**src/rtl/core/assert_macros.svh**
```systemverilog
// assertion macros used by the top-level rtl file
`ifndef ASSERT_MACROS_SVH
`define ASSERT_MACROS_SVH
`ifndef SYNTH
// same-cycle implication
`define ASSERT_IMPLY(name, clk, rst_n, ante, cons, msg) \
	name: assert property (@(posedge clk) disable iff (!rst_n) (ante) |-> (cons)) \
		else $error(msg);
// next-cycle implication
`define ASSERT_NEXT(name, clk, rst_n, ante, cons, msg) \
	name: assert property (@(posedge clk) disable iff (!rst_n) (ante) |=> (cons)) \
		else $error(msg);
`else
`define ASSERT_IMPLY(name, clk, rst_n, ante, cons, msg)
`define ASSERT_NEXT(name, clk, rst_n, ante, cons, msg)
`endif
`endif

```
**src/rtl/core/mshr_pkg.sv**
```systemverilog
// types, codes and sizes shared by the miss status holding register file
`timescale 1ns / 1ps
`default_nettype none
package mshr_pkg;

	localparam int ENTRIES = 16;
	localparam int IDX_W = (ENTRIES > 1) ? $clog2(ENTRIES) : 1;
	localparam int MAX_RES = 16;
	localparam int CNT_W = $clog2(MAX_RES);

	localparam int CFG_IDX_W = 2;
	localparam int CFG_DATA_W = 8;
	localparam logic [CFG_IDX_W-1:0] CFG_LINE_SIZE = 2'd0;
	localparam logic [CFG_IDX_W-1:0] CFG_SEND_DELAY = 2'd1;
	localparam logic [CFG_IDX_W-1:0] CFG_FILL_DELAY = 2'd2;

	localparam logic [2:0] MODE_TICK = 3'd0;
	localparam logic [2:0] MODE_ALLOC = 3'd1;
	localparam logic [2:0] MODE_LOOKUP = 3'd2;
	localparam logic [2:0] MODE_FREE = 3'd3;
	localparam logic [2:0] MODE_MEM_DONE = 3'd4;
	localparam logic [2:0] MODE_QUERY = 3'd5;

	localparam logic [1:0] KIND_REPLY = 2'd0;
	localparam logic [1:0] KIND_REQ = 2'd1;
	localparam logic [1:0] KIND_FILL = 2'd2;

	typedef enum logic [1:0] {
		PH_SEND = 2'd0,
		PH_MEM = 2'd1,
		PH_FILL = 2'd2,
		PH_READY = 2'd3
	} phase_t;

	typedef struct packed {
		logic [2:0] mode;
		logic [31:0] address;
		logic miss_write;
		logic is_fetch;
		logic [3:0] entry_index;
	} mshr_in_t;

	typedef struct packed {
		logic [1:0] kind;
		logic success;
		logic [3:0] entry_out;
		logic ready_res;
		logic any_free;
		logic [31:0] req_address;
		logic req_write;
		logic req_fetch;
		logic last;
	} mshr_out_t;

	typedef enum logic [1:0] {
		OP_NONE = 2'd0,
		OP_EXEC = 2'd1,
		OP_TICK_EVAL = 2'd2,
		OP_TICK_STEP = 2'd3
	} dp_op_t;

	typedef struct packed {
		logic capture;
		dp_op_t op;
	} dp_cmd_t;

	typedef struct packed {
		logic is_tick;
		logic pend_any;
		logic step_last;
	} dp_status_t;

	typedef enum logic [1:0] {
		ST_IDLE = 2'd0,
		ST_EXEC = 2'd1,
		ST_WALK = 2'd2
	} ctrl_state_t;

endpackage
`default_nettype wire

```
**src/rtl/core/mshr_ctrl.sv**
```systemverilog
// controller state machine sequencing operations and tick walks
`timescale 1ns / 1ps
`default_nettype none
module mshr_ctrl
	import mshr_pkg::*;
(
	input wire logic clk,
	input wire logic arst_n,
	input wire logic in_valid,
	output logic in_stall,
	input wire logic out_free,
	input wire dp_status_t status,
	output dp_cmd_t cmd
);

	ctrl_state_t state_q;
	ctrl_state_t state_nxt;

	always_ff @(posedge clk or negedge arst_n) begin
		if (!arst_n) begin
			state_q <= ST_IDLE;
		end else begin
			state_q <= state_nxt;
		end
	end

	always_comb begin
		state_nxt = state_q;
		cmd.capture = 1'b0;
		cmd.op = OP_NONE;
		in_stall = 1'b1;
		case (state_q)
			ST_IDLE: begin
				in_stall = 1'b0;
				if (in_valid) begin
					cmd.capture = 1'b1;
					state_nxt = ST_EXEC;
				end
			end
			ST_EXEC: begin
				if (status.is_tick) begin
					cmd.op = OP_TICK_EVAL;
					state_nxt = ST_WALK;
				end else if (out_free) begin
					cmd.op = OP_EXEC;
					state_nxt = ST_IDLE;
				end
			end
			ST_WALK: begin
				if (!status.pend_any) begin
					state_nxt = ST_IDLE;
				end else if (out_free) begin
					cmd.op = OP_TICK_STEP;
					if (status.step_last) begin
						state_nxt = ST_IDLE;
					end
				end
			end
			default: begin
				state_nxt = ST_IDLE;
			end
		endcase
	end

endmodule
`default_nettype wire

```
**src/rtl/core/mshr_dp.sv**
```systemverilog
// datapath: entry table, configuration registers and result formation
`timescale 1ns / 1ps
`default_nettype none
module mshr_dp
	import mshr_pkg::*;
(
	input wire logic clk,
	input wire logic arst_n,
	input wire mshr_in_t in_data,
	input wire logic cfg_we,
	input wire logic [CFG_IDX_W-1:0] cfg_idx,
	input wire logic [CFG_DATA_W-1:0] cfg_wdata,
	input wire dp_cmd_t cmd,
	output dp_status_t status,
	output mshr_out_t res
);

	function automatic logic [IDX_W-1:0] first_set(input logic [ENTRIES-1:0] v);
		logic [IDX_W-1:0] r;
		r = '0;
		for (int i = ENTRIES - 1; i >= 0; i--) begin
			if (v[i]) begin
				r = IDX_W'(i);
			end
		end
		return r;
	endfunction

	function automatic logic [3:0] entry_code(input logic [IDX_W-1:0] i);
		logic [IDX_W+3:0] w;
		w = {4'b0000, i};
		return w[3:0];
	endfunction

	// configuration
	logic [2:0] line_log2_q;
	logic [7:0] send_delay_q;
	logic [7:0] fill_delay_q;

	// held item and entry table
	mshr_in_t item_q;
	logic [ENTRIES-1:0] valid_q;
	phase_t phase_q [ENTRIES];
	logic [31:0] line_q [ENTRIES];
	logic [31:0] due_q [ENTRIES];
	logic [ENTRIES-1:0] write_q;
	logic [ENTRIES-1:0] fetch_q;
	logic [31:0] cycle_q;

	// tick walk
	logic [ENTRIES-1:0] pend_q;
	logic [ENTRIES-1:0] req_kind_q;
	logic [CNT_W-1:0] sent_cnt_q;

	logic [31:0] aligned;
	logic [ENTRIES-1:0] free_vec;
	logic [ENTRIES-1:0] match_vec;
	logic [ENTRIES-1:0] done_vec;
	logic [ENTRIES-1:0] chg_vec;
	logic [IDX_W-1:0] alloc_idx;
	logic [IDX_W-1:0] match_idx;
	logic [IDX_W-1:0] step_idx;
	logic [IDX_W-1:0] q_idx;
	logic [IDX_W+3:0] q_ext;
	logic alloc_hit;
	logic q_in_range;
	logic step_last;
	logic any_free_now;
	logic [31:0] send_due;
	logic [31:0] fill_due;

	assign aligned = item_q.address & (32'hFFFF_FFFF << line_log2_q);
	assign free_vec = ~valid_q;
	assign alloc_hit = |free_vec;
	assign any_free_now = |free_vec;
	assign alloc_idx = first_set(free_vec);
	assign match_idx = first_set(match_vec);
	assign step_idx = first_set(pend_q);
	assign q_ext = {{IDX_W{1'b0}}, item_q.entry_index};
	assign q_idx = q_ext[IDX_W-1:0];
	assign q_in_range = int'(item_q.entry_index) < ENTRIES;
	assign send_due = cycle_q + {24'd0, send_delay_q};
	assign fill_due = cycle_q + {24'd0, fill_delay_q};

	always_comb begin
		for (int i = 0; i < ENTRIES; i++) begin
			match_vec[i] = valid_q[i] && (line_q[i] == aligned);
			done_vec[i] = valid_q[i] && (line_q[i] == item_q.address) && (phase_q[i] == PH_MEM);
			chg_vec[i] = valid_q[i] && (cycle_q >= due_q[i])
				&& ((phase_q[i] == PH_SEND) || (phase_q[i] == PH_FILL));
		end
	end

	// last report: nothing left behind, or the report slots are used up
	assign step_last = ((pend_q & ~(ENTRIES'(1) << step_idx)) == '0)
		|| (sent_cnt_q == CNT_W'(MAX_RES - 1));

	assign status.is_tick = (item_q.mode == MODE_TICK);
	assign status.pend_any = |pend_q;
	assign status.step_last = step_last;

	always_comb begin
		res = '0;
		res.last = 1'b1;
		res.any_free = any_free_now;
		if (cmd.op == OP_TICK_STEP) begin
			res.entry_out = entry_code(step_idx);
			res.last = step_last;
			if (req_kind_q[step_idx]) begin
				res.kind = KIND_REQ;
				res.req_address = line_q[step_idx];
				res.req_write = write_q[step_idx];
				res.req_fetch = fetch_q[step_idx];
			end else begin
				res.kind = KIND_FILL;
			end
		end else begin
			res.kind = KIND_REPLY;
			case (item_q.mode)
				MODE_ALLOC: begin
					res.success = alloc_hit;
					res.entry_out = alloc_hit ? entry_code(alloc_idx) : 4'd0;
					res.any_free = alloc_hit && |(free_vec & ~(ENTRIES'(1) << alloc_idx));
				end
				MODE_LOOKUP: begin
					res.success = |match_vec;
					res.entry_out = (|match_vec) ? entry_code(match_idx) : 4'd0;
				end
				MODE_FREE: begin
					res.entry_out = item_q.entry_index;
					res.any_free = q_in_range || any_free_now;
				end
				MODE_QUERY: begin
					res.entry_out = item_q.entry_index;
					res.ready_res = q_in_range && valid_q[q_idx] && (phase_q[q_idx] == PH_READY);
				end
				default: begin
				end
			endcase
		end
	end

	// control state: configuration, validity, phases, counter, walk
	always_ff @(posedge clk or negedge arst_n) begin
		if (!arst_n) begin
			line_log2_q <= 3'd6;
			send_delay_q <= 8'd5;
			fill_delay_q <= 8'd5;
			valid_q <= '0;
			for (int i = 0; i < ENTRIES; i++) begin
				phase_q[i] <= PH_SEND;
			end
			cycle_q <= '0;
			pend_q <= '0;
			sent_cnt_q <= '0;
		end else begin
			if (cfg_we) begin
				case (cfg_idx)
					CFG_LINE_SIZE: line_log2_q <= cfg_wdata[2:0];
					CFG_SEND_DELAY: send_delay_q <= cfg_wdata;
					CFG_FILL_DELAY: fill_delay_q <= cfg_wdata;
					default: begin
					end
				endcase
			end
			case (cmd.op)
				OP_EXEC: begin
					case (item_q.mode)
						MODE_ALLOC: begin
							if (alloc_hit) begin
								valid_q[alloc_idx] <= 1'b1;
								phase_q[alloc_idx] <= PH_SEND;
							end
						end
						MODE_FREE: begin
							if (q_in_range) begin
								valid_q[q_idx] <= 1'b0;
								phase_q[q_idx] <= PH_SEND;
							end
						end
						MODE_MEM_DONE: begin
							for (int i = 0; i < ENTRIES; i++) begin
								if (done_vec[i]) begin
									phase_q[i] <= PH_FILL;
								end
							end
						end
						default: begin
						end
					endcase
				end
				OP_TICK_EVAL: begin
					for (int i = 0; i < ENTRIES; i++) begin
						if (chg_vec[i]) begin
							phase_q[i] <= (phase_q[i] == PH_SEND) ? PH_MEM : PH_READY;
						end
					end
					pend_q <= chg_vec;
					sent_cnt_q <= '0;
					cycle_q <= cycle_q + 32'd1;
				end
				OP_TICK_STEP: begin
					if (step_last) begin
						pend_q <= '0;
					end else begin
						pend_q[step_idx] <= 1'b0;
					end
					sent_cnt_q <= sent_cnt_q + CNT_W'(1);
				end
				default: begin
				end
			endcase
		end
	end

	// payload state, only read where the entry is valid
	always_ff @(posedge clk) begin
		if (cmd.capture) begin
			item_q <= in_data;
		end
		if ((cmd.op == OP_EXEC) && (item_q.mode == MODE_ALLOC) && alloc_hit) begin
			line_q[alloc_idx] <= aligned;
			due_q[alloc_idx] <= send_due;
			write_q[alloc_idx] <= item_q.miss_write;
			fetch_q[alloc_idx] <= item_q.is_fetch;
		end
		if ((cmd.op == OP_EXEC) && (item_q.mode == MODE_MEM_DONE)) begin
			for (int i = 0; i < ENTRIES; i++) begin
				if (done_vec[i]) begin
					due_q[i] <= fill_due;
				end
			end
		end
		if (cmd.op == OP_TICK_EVAL) begin
			for (int i = 0; i < ENTRIES; i++) begin
				req_kind_q[i] <= (phase_q[i] == PH_SEND);
			end
		end
	end

endmodule
`default_nettype wire

```
**src/rtl/core/miss_status_holding_registers.sv**
```systemverilog
// top level of the miss status holding register file
//
//   channel  signals                          direction  transfer when
//   in       in_valid, in_stall, in_data      into block in_valid && !in_stall
//   out      out_valid, out_stall, out_data   out of     out_valid && !out_stall
//   cfg      cfg_we, cfg_idx, cfg_wdata       into block cfg_we
//
// a non-tick operation is taken into the held item register, then executed into the
// output register, waiting only while that register is still held
// a tick is taken, evaluated, then walked: the walk emits one change per cycle while
// the output register is free, from the lowest pending entry up
// reset clears every valid bit at once, so no clearing pass is needed
// a stalled output holds the result; a new item is taken meanwhile and waits
`timescale 1ns / 1ps
`default_nettype none
`include "assert_macros.svh"
module miss_status_holding_registers
	import mshr_pkg::*;
(
	input wire logic clk,
	input wire logic arst_n,
	input wire logic in_valid,
	output logic in_stall,
	input wire mshr_in_t in_data,
	output logic out_valid,
	input wire logic out_stall,
	output mshr_out_t out_data,
	input wire logic cfg_we,
	input wire logic [CFG_IDX_W-1:0] cfg_idx,
	input wire logic [CFG_DATA_W-1:0] cfg_wdata
);

	dp_cmd_t cmd;
	dp_status_t status;
	mshr_out_t res;
	logic out_valid_q;
	mshr_out_t out_q;
	logic out_free;
	logic out_load;

	// output register is free when empty or being taken this cycle
	assign out_free = !out_valid_q || !out_stall;
	// both a reply and a walk step produce a result
	assign out_load = (cmd.op == OP_EXEC) || (cmd.op == OP_TICK_STEP);

	mshr_ctrl u_ctrl (
		.clk(clk),
		.arst_n(arst_n),
		.in_valid(in_valid),
		.in_stall(in_stall),
		.out_free(out_free),
		.status(status),
		.cmd(cmd)
	);

	mshr_dp u_dp (
		.clk(clk),
		.arst_n(arst_n),
		.in_data(in_data),
		.cfg_we(cfg_we),
		.cfg_idx(cfg_idx),
		.cfg_wdata(cfg_wdata),
		.cmd(cmd),
		.status(status),
		.res(res)
	);

	// output stage valid flag
	always_ff @(posedge clk or negedge arst_n) begin
		if (!arst_n) begin
			out_valid_q <= 1'b0;
		end else if (out_load) begin
			out_valid_q <= 1'b1;
		end else if (!out_stall) begin
			out_valid_q <= 1'b0;
		end
	end

	// output stage payload
	always_ff @(posedge clk) begin
		if (out_load) begin
			out_q <= res;
		end
	end

	assign out_valid = out_valid_q;
	assign out_data = out_q;

	// a result never overwrites one that is still waiting
	`ASSERT_IMPLY(a_load_when_free, clk, arst_n, out_load, out_free, "result overwritten")
	// one item at a time: after a transfer in, the input side stalls
	`ASSERT_NEXT(a_stall_after_take, clk, arst_n, in_valid && !in_stall, in_stall, "second item taken")
	// the last report of a tick leaves nothing pending
	`ASSERT_NEXT(a_walk_ends, clk, arst_n, (cmd.op == OP_TICK_STEP) && status.step_last, !status.pend_any, "walk left pending entries")
	// a loaded result shows on the output next cycle
	`ASSERT_NEXT(a_load_shows, clk, arst_n, out_load, out_valid, "loaded result not presented")

endmodule
`default_nettype wire

```
**config.mk**
```make
export PLATFORM = sky130hd
export DESIGN_NAME = miss_status_holding_registers
export DESIGN_NICKNAME = d
export VERILOG_FILES = /design/src/rtl/core/mshr_pkg.sv /design/src/rtl/core/mshr_ctrl.sv /design/src/rtl/core/mshr_dp.sv /design/src/rtl/core/miss_status_holding_registers.sv
export VERILOG_INCLUDE_DIRS = /design/src /design/src/rtl/core
export SDC_FILE = /design/constraint.sdc
export NUM_CORES = 2
export LEC_CHECK = 0
export BUFFER_PORTS_ARGS = -buffer_cell sky130_fd_sc_hd__buf_4
export CORE_ASPECT_RATIO = 0.75
export CORE_MARGIN = 2
export CORE_UTILIZATION = 40
export CTS_CLUSTER_SIZE = 16
export DETAILED_ROUTE_END_ITERATION = 7
export PLACE_DENSITY = 0.64
export REMOVE_ABC_BUFFERS = 1
export SLEW_MARGIN = 20
export SYNTH_ARGS = -nofsm -noshare
export SYNTH_HDL_FRONTEND = slang
export SYNTH_SLANG_ARGS = --single-unit
```
**constraint.sdc**
```tcl
create_clock -name clk -period 6.13 [get_ports clk]
set_input_delay 0.613 -clock clk [delete_from_list [all_inputs] [get_ports clk]]
set_output_delay 0.613 -clock clk [all_outputs]
set_load 0.02 [all_outputs]
```
== Word-level counts from Yosys, hierarchy flattened ==
Memory sizes are Yosys's and may differ from the RTL's. A register that Yosys moved wholly into a read port is not among the register bits.
Index checks and enable logic that the tools add are counted.
Storage, ports and cells
  memories: 2
  logic and storage cells: 581
  bits in writable memories: 1024
  bits in registers: 223
  output and inout bits: 46
  input bits: 56
Memories
  u_dp.due_q: depth 16, width 32, read ports 16, clocked after memory_dff 0, wr ports 16, RTL line mshr_dp.sv:45  | logic [31:0] due_q [ENTRIES];
  u_dp.line_q: depth 16, width 32, read ports 17, clocked after memory_dff 1, wr ports 1, RTL line mshr_dp.sv:44  | logic [31:0] line_q [ENTRIES];
Cells by class
  $add $sub $neg: 4
  reduce and logical (&&, ||, !) cells: 164
  shifts and indexed selects: 3
  order comparisons: 26
  multiplexer cells: 205
  eq/ne operators: 118
  bitwise gates (word level): 18
Operator list (number)
  == test 32 bit: 32
  greater-or-equal comparator 32 bit: 16
  2-to-1 mux 4 bit: 52
  2-to-1 mux 2 bit: 62
  bitwise AND 32 bit: 3
  one-hot mux 32 bit (3 select lines): 1
  logical AND 1 bit: 90
  NOT 16 bit: 5
  AND reduction 5 bit: 16
  2-to-1 mux 1 bit: 65
  adder 32 x 8 -> 32 bit: 2
  bitwise AND 16 bit: 4
  2-to-1 mux 32 bit: 2
  NOT 32 bit: 2
  one-hot mux 16 bit (2 select lines): 2
  one-hot mux 32 bit (2 select lines): 1
  OR reduction 16 bit: 4
  inequality test 3 x 2 -> 1 bit, second input constant: 18
  == test 2 bit, second input constant: 21
  == test 2 x 1 -> 1 bit, second input constant: 19
  logical NOT 2 bit: 18
  inequality test 2 x 1 -> 1 bit, second input constant: 18
  adder 32 x 1 -> 32 bit, second input constant: 1
  bitwise mux 16 bit: 2
  other kinds (37): 82

== Depth between registers and ports, before layout ==
  depth in word-level cells: 27
  mapped depth: 16
  mapped depth without buffers: 14

== Hierarchy ==
A second synthesis with hierarchy kept.
Second synthesis, totals
  cell total of the unflattened synthesis: 6988
  area total of the unflattened synthesis: 75178.4 µm²
Modules (own cells, without submodules)
  mshr_dp: instances 1, seq. area each 36407.4 µm², area each 73576.8 µm², cells each 6914
  miss_status_holding_registers: instances 1, seq. area each 1346.3 µm², area each 1361.3 µm², cells each 48
  mshr_ctrl: instances 1, seq. area each 50.0 µm², area each 240.2 µm², cells each 26

== Worst setup path before layout ==
OpenSTA, ideal clock, no wires.
  kind: reg-to-reg
  start point: reg u_dp.pend_q[10]
  end point: mem u_dp.due_q[5][0] (enable)
  clock period less this slack: 6127 ps
  setup time: 466 ps
  path buffers: 1
  arrival: 5661 ps
  path slack: 3 ps
  required time: 5664 ps
  stages on the path, launching flop included: 13
  cell sequence: dfrtp_1 clkbuf_1 nor4_1 nand2_1 o21ai_0 nand2_1 nand3_1 inv_1 ha_1 nand2_1 nor4_1 nand2_1 o21ai_0
RTL lines
  from (decl): RTL line mshr_dp.sv:51  | logic [ENTRIES-1:0] pend_q;
  from (signal assigned): RTL line mshr_dp.sv:198  | pend_q <= chg_vec;
  to (decl): RTL line mshr_dp.sv:45

== Worst setup path in the final report ==
  start point: reg u_dp.pend_q[13]
  end point: reg u_dp.cycle_q[14]
Between the ends
  word-level cells in the longest chain between the ends: 4
Ends and longest elaborated chain
  OR reduction 16 bit: RTL line mshr_dp.sv:99  | assign status.pend_any = |pend_q;
  2-to-1 mux 2 bit: RTL line mshr_ctrl.sv:50  | if (!status.pend_any) begin
  one-hot mux 2 bit (2 select lines): RTL line mshr_ctrl.sv:32  | case (state_q)
  == test 2 bit: RTL line mshr_dp.sv:166  | case (cmd.op)
  to (signal assigned): RTL line mshr_dp.sv:200  | cycle_q <= cycle_q + 32'd1;
  to (decl): RTL line mshr_dp.sv:48  | logic [31:0] cycle_q;
No other way between the ends.
A chain may end at the register's enable or synchronous reset.

==> results_tabular.tex <==
\begin{tabular}{lr}
\hline
Metric & Value \\
\hline
\multicolumn{2}{l}{\textbf{Logic synthesis}} \\
\quad Cells taking the most area after synthesis & sky130\_fd\_sc\_hd\_\_edfxtp\_1, sky130\_fd\_sc\_hd\_\_ha\_1, sky130\_fd\_sc\_hd\_\_mux2i\_1 \\
\quad Area share of the largest cell type after synthesis & 0.453 \\
\quad Cell area after technology mapping & 0.0767 mm² \\
\quad Post-synthesis average cell area & between 10 and 15 µm² \\
\quad Async set or reset register ratio after synthesis & 0.0954 \\
\quad Synth Flop Type & sky130\_fd\_sc\_hd\_\_edfxtp\_1 \\
\quad Yosys warning count & 0 \\
\quad Flip-flop and latch count after synthesis & about 1,300 \\
\quad Cell type with the largest total area after synthesis & sky130\_fd\_sc\_hd\_\_edfxtp\_1 \\
\quad EDFF count, synth & about 1,200 \\
\quad Synth cell types & 103 \\
\quad Count of mapped cells out of synthesis & 7,268 \\
\quad Portion of the post-synthesis area used by sequential elements & 0.493 \\
\multicolumn{2}{l}{\textbf{Power and ir drop}} \\
\quad Static leakage power & 35.6 nW \\
\quad Power consumption & 31.7 mW \\
\quad Power density normalized to cell area & 365 mW/mm² \\
\quad Largest voltage drop on the vdd net & 0.598 mV \\
\multicolumn{2}{l}{\textbf{Timing}} \\
\quad Count of final setup violators & 0 \\
\quad Remaining max-slew budget at the tightest pin & 0.180 \\
\quad Final worst path period need & 5.29 ns \\
\quad Setup skew after layout & 0.0491 ns \\
\quad Tightest Pin Transition & $\sim$1.2 ns \\
\quad Total count of max-transition violations in the final report & 0 \\
\quad Fmax & roughly 190 MHz \\
\quad Unrepaired setup endpoints after global routing & no \\
\quad Final hold violations & 0 \\
\quad Final clock period utilization by the worst path & 0.862 \\
\multicolumn{2}{l}{\textbf{Worst setup path}} \\
\quad Reg2reg path depth & 12 \\
\quad R2R setup slack & 0.84 ns \\
\quad Nature of the critical path endpoint & flip-flop \\
\quad Cell with the largest stage delay on the worst path & sky130\_fd\_sc\_hd\_\_nor2\_1 \\
\quad Required time reported for the critical path endpoint & roughly 6.8 ns \\
\quad Worst r2r src & u\_dp.pend\_q[13]\$\_DFFE\_PN0P\_ \\
\quad Most Frequent Cell on Critical Path & sky130\_fd\_sc\_hd\_\_nand2\_1 \\
\quad Cells traversed along the worst timing path & nor4\_1, nand2\_1, o21ai\_0, nand2\_1, nand3\_1, ha\_2, nand4\_1, nor2\_1, nand3\_1, nor2\_1, nand2\_1, xnor2\_1 \\
\quad Worst setup SP type & flip-flop \\
\quad Setup Crit Path Kind & reg2reg \\
\quad Arrival time worst endpoint & 5.95 ns \\
\quad Maximum net fanout on the critical path & 7 \\
\quad Largest incremental delay on the critical path & 0.98 ns \\
\quad Destination of the worst register-to-register timing path & u\_dp.cycle\_q[14]\$\_DFFE\_PN0P\_ \\
\multicolumn{2}{l}{\textbf{Global route}} \\
\quad Vias in the first global route & 57,800 \\
\quad Overall routing resource usage & 0.306 \\
\quad Initial antenna violation count & 16 \\
\quad First-pass GRT wire length & about 430,000 µm \\
\quad Pin count of the biggest net entering global routing & 130 \\
\quad GR Overflow Total & 0 \\
\multicolumn{2}{l}{\textbf{Placed design}} \\
\quad Routability cong. & 1.02 \\
\quad Final HPWL DP & between 200,000 and 250,000 µm \\
\quad Cell area after placement & 0.0816 mm² \\
\quad Number of input and output port buffers inserted & between 100 and 150 \\
\multicolumn{2}{l}{\textbf{Floorplan}} \\
\quad Area of the core & 0.191 mm² \\
\quad Die H & roughly 380 µm \\
\quad Die outline width & 509 µm \\
\quad Starting utilization of the core area & 0.401 \\
\quad Num ports & between 100 and 150 \\
\quad Row cnt & approximately 140 \\
\quad Overall die area & between 0.15 and 0.2 mm² \\
\multicolumn{2}{l}{\textbf{Clocking}} \\
\quad CTS Buf Count & 142 \\
\quad Number of H-tree levels & 4 \\
\quad Clock tree from TritonCTS & built \\
\quad Clock transition at path regs & approximately 0.060 ns \\
\quad Deepest clock path buffer count & 3 \\
\quad Clock tree root driver cell & sky130\_fd\_sc\_hd\_\_clkbuf\_16 \\
\quad CTS Sinks & approximately 1,300 \\
\quad Hold-fix buffers, CTS & 41 \\
\quad Post\_cts resized & 0 \\
\quad Clock latency reported for the late side of the worst-skew pair & 0.83 ns \\
\quad Post-CTS Setup Repair Bufs & 0 \\
\multicolumn{2}{l}{\textbf{Cells and area}} \\
\quad Area growth from synthesis to final layout & 13.4\% \\
\quad NumNets Final & 8,037 \\
\quad Post-route cell area & 0.0869 mm² \\
\quad Most frequent cells in the layout & sky130\_fd\_sc\_hd\_\_edfxtp\_1, sky130\_fd\_sc\_hd\_\_nand2\_1, sky130\_fd\_sc\_hd\_\_inv\_1 \\
\quad Proportion of layout cells with a drive suffix above 1 & 0.103 \\
\quad Most common cell after layout, fill and taps aside & sky130\_fd\_sc\_hd\_\_edfxtp\_1 \\
\quad Utilization of the core after routing & 0.455 \\
\multicolumn{2}{l}{\textbf{Detailed routing}} \\
\quad Per-cell routed wire length & 30.2 µm \\
\quad Final wirelength & around 310,000 µm \\
\quad Via-per-instance ratio & 6.16 \\
\quad DRC & 0 \\
\quad 1st-pass router iterations & 7 \\
\quad Post-route antenna net violation count & 0 \\
\quad DRC marker count from the first detailed-route iteration & 9,828 \\
\quad Detailed-route via count & 62,300 \\
\multicolumn{2}{l}{\textbf{Worst hold path}} \\
\quad Worst hold path startpoint & cfg\_wdata[6] \\
\quad Worst Hold Class & in2reg \\
\quad Number of instances on the worst hold path & 2 \\
\quad Hold Crit Endpoint & u\_dp.send\_delay\_q[6]\$\_DFFE\_PN0P\_ \\
\multicolumn{2}{l}{\textbf{Outcome}} \\
\quad Run status & finished, final reports clean \\
\multicolumn{2}{l}{\textbf{Run}} \\
\quad Maximum Capacitance Violations & 0 \\
\hline
\end{tabular}
==> metal layers <==
layer  vias up  global-route usage  part of all wire  routed length (µm)
li1      26700                   -                 -                   -
met1     30700               0.463              0.43              132000
met2      4328               0.397              0.38              117000
met5         -             0.00149           0.00030                  93
met3       533               0.109              0.16               47500
met4        12              0.0950             0.032                9920
==> stage by stage <==
stage               hold slack (ns)  std cells  setup TNS, ns  setup WS, ns
finish                       0.0563      10100              0         0.843
detailed placement            0.507       9793              0          1.12
global placement              0.501       9791              0          1.18
floorplan                     0.317       6869        -200.08         -1.89
CTS                          0.0175      10100              0          1.11
global route                 0.0392      10100              0         0.675
==> how the worst max path moves through the flow <==
stage	start	endpoint	slack (ns)	depth (start not counted)
2_1_floorplan	u_dp.pend_q[3]$_DFFE_PN0P_	u_dp.due_q[0][0]$_DFFE_PP_	-1.89	11
3_3_place_gp	u_dp.pend_q[8]$_DFFE_PN0P_	u_dp.cycle_q[26]$_DFFE_PN0P_	1.18	12
3_5_place_dp	u_dp.pend_q[12]$_DFFE_PN0P_	u_dp.due_q[4][30]$_DFFE_PP_	1.12	12
4_1_cts	u_dp.pend_q[13]$_DFFE_PN0P_	u_dp.due_q[4][30]$_DFFE_PP_	1.11	12
5_1_grt	u_dp.pend_q[12]$_DFFE_PN0P_	u_dp.due_q[4][30]$_DFFE_PP_	0.68	12
6_report	u_dp.pend_q[13]$_DFFE_PN0P_	u_dp.cycle_q[14]$_DFFE_PN0P_	0.84	12
==> worst max-delay path, delay by kind of cell, from the launching register on <==
| kind | cells | cell delay [ns] |
|---|---|---|
| flops | 1 | 0.46 |
| simple gates | 9 | 3.83 |
| xor+xnor | 1 | 0.20 |
| fa+ha+maj | 1 | 0.32 |
| compound gates | 1 | 0.35 |
==> area by class of cell <==
class	instances	area, µm²
sequential	1279	37800
clock inverter	81	977
inverter	580	2180
multi-input combinational	5010	35400
tap	2538	3180
antenna	6	15.0
timing repair buffer	430	3560
clock buffer	180	3840
fill	17700	104000
==> Yosys cell counts, drive strengths merged (159+ instances only) <==
master / instances
nand3: 352
inv: 579
ha: 536
buf: 184
a21oi: 487
nand4: 192
mux2i: 336
o21ai: 195
xor2: 284
edfxtp: 1157
a21o: 159
nand2: 652
nor2: 494
xnor2: 334
clkbuf: 215
==> registers in the layout, summed over array words and instances (netlist names), 4 cells and up <==
signal / flops
u_dp.fetch_q: 16
u_dp.pend_q: 16
u_dp.sent_cnt_q: 4
u_dp.fill_delay_q: 8
u_dp.write_q: 16
u_dp.phase_q: 32
u_dp.send_delay_q: 8
u_dp.q_idx: 4
u_dp.due_q: 512
u_dp.req_kind_q: 16
u_dp.line_q: 512
out_data: 44
u_dp.valid_q: 16
u_dp.item_q: 37
u_dp.cycle_q: 32
==> where the power goes <==
part | switching (mW) | internal (mW) | total, mW
registers | 0.623 | 10.2 | 10.8
clock network | 3.96 | 5.13 | 9.08
logic | 8.58 | 3.28 | 11.9
==> logic make-up after synthesis <==
logic type / Yosys count / share of synthesized area
AOI/OAI and AO/OA: 1229 / 0.101
DFF: 1279 / 0.493
muxes: 379 / 0.0508
xor gates and xnor gates: 618 / 0.0708
and+or+nand+nor: 2245 / 0.144
buffers and inverters: 979 / 0.0523
adders and majority gates: 539 / 0.0881
(Power assumes the default switching activity.)
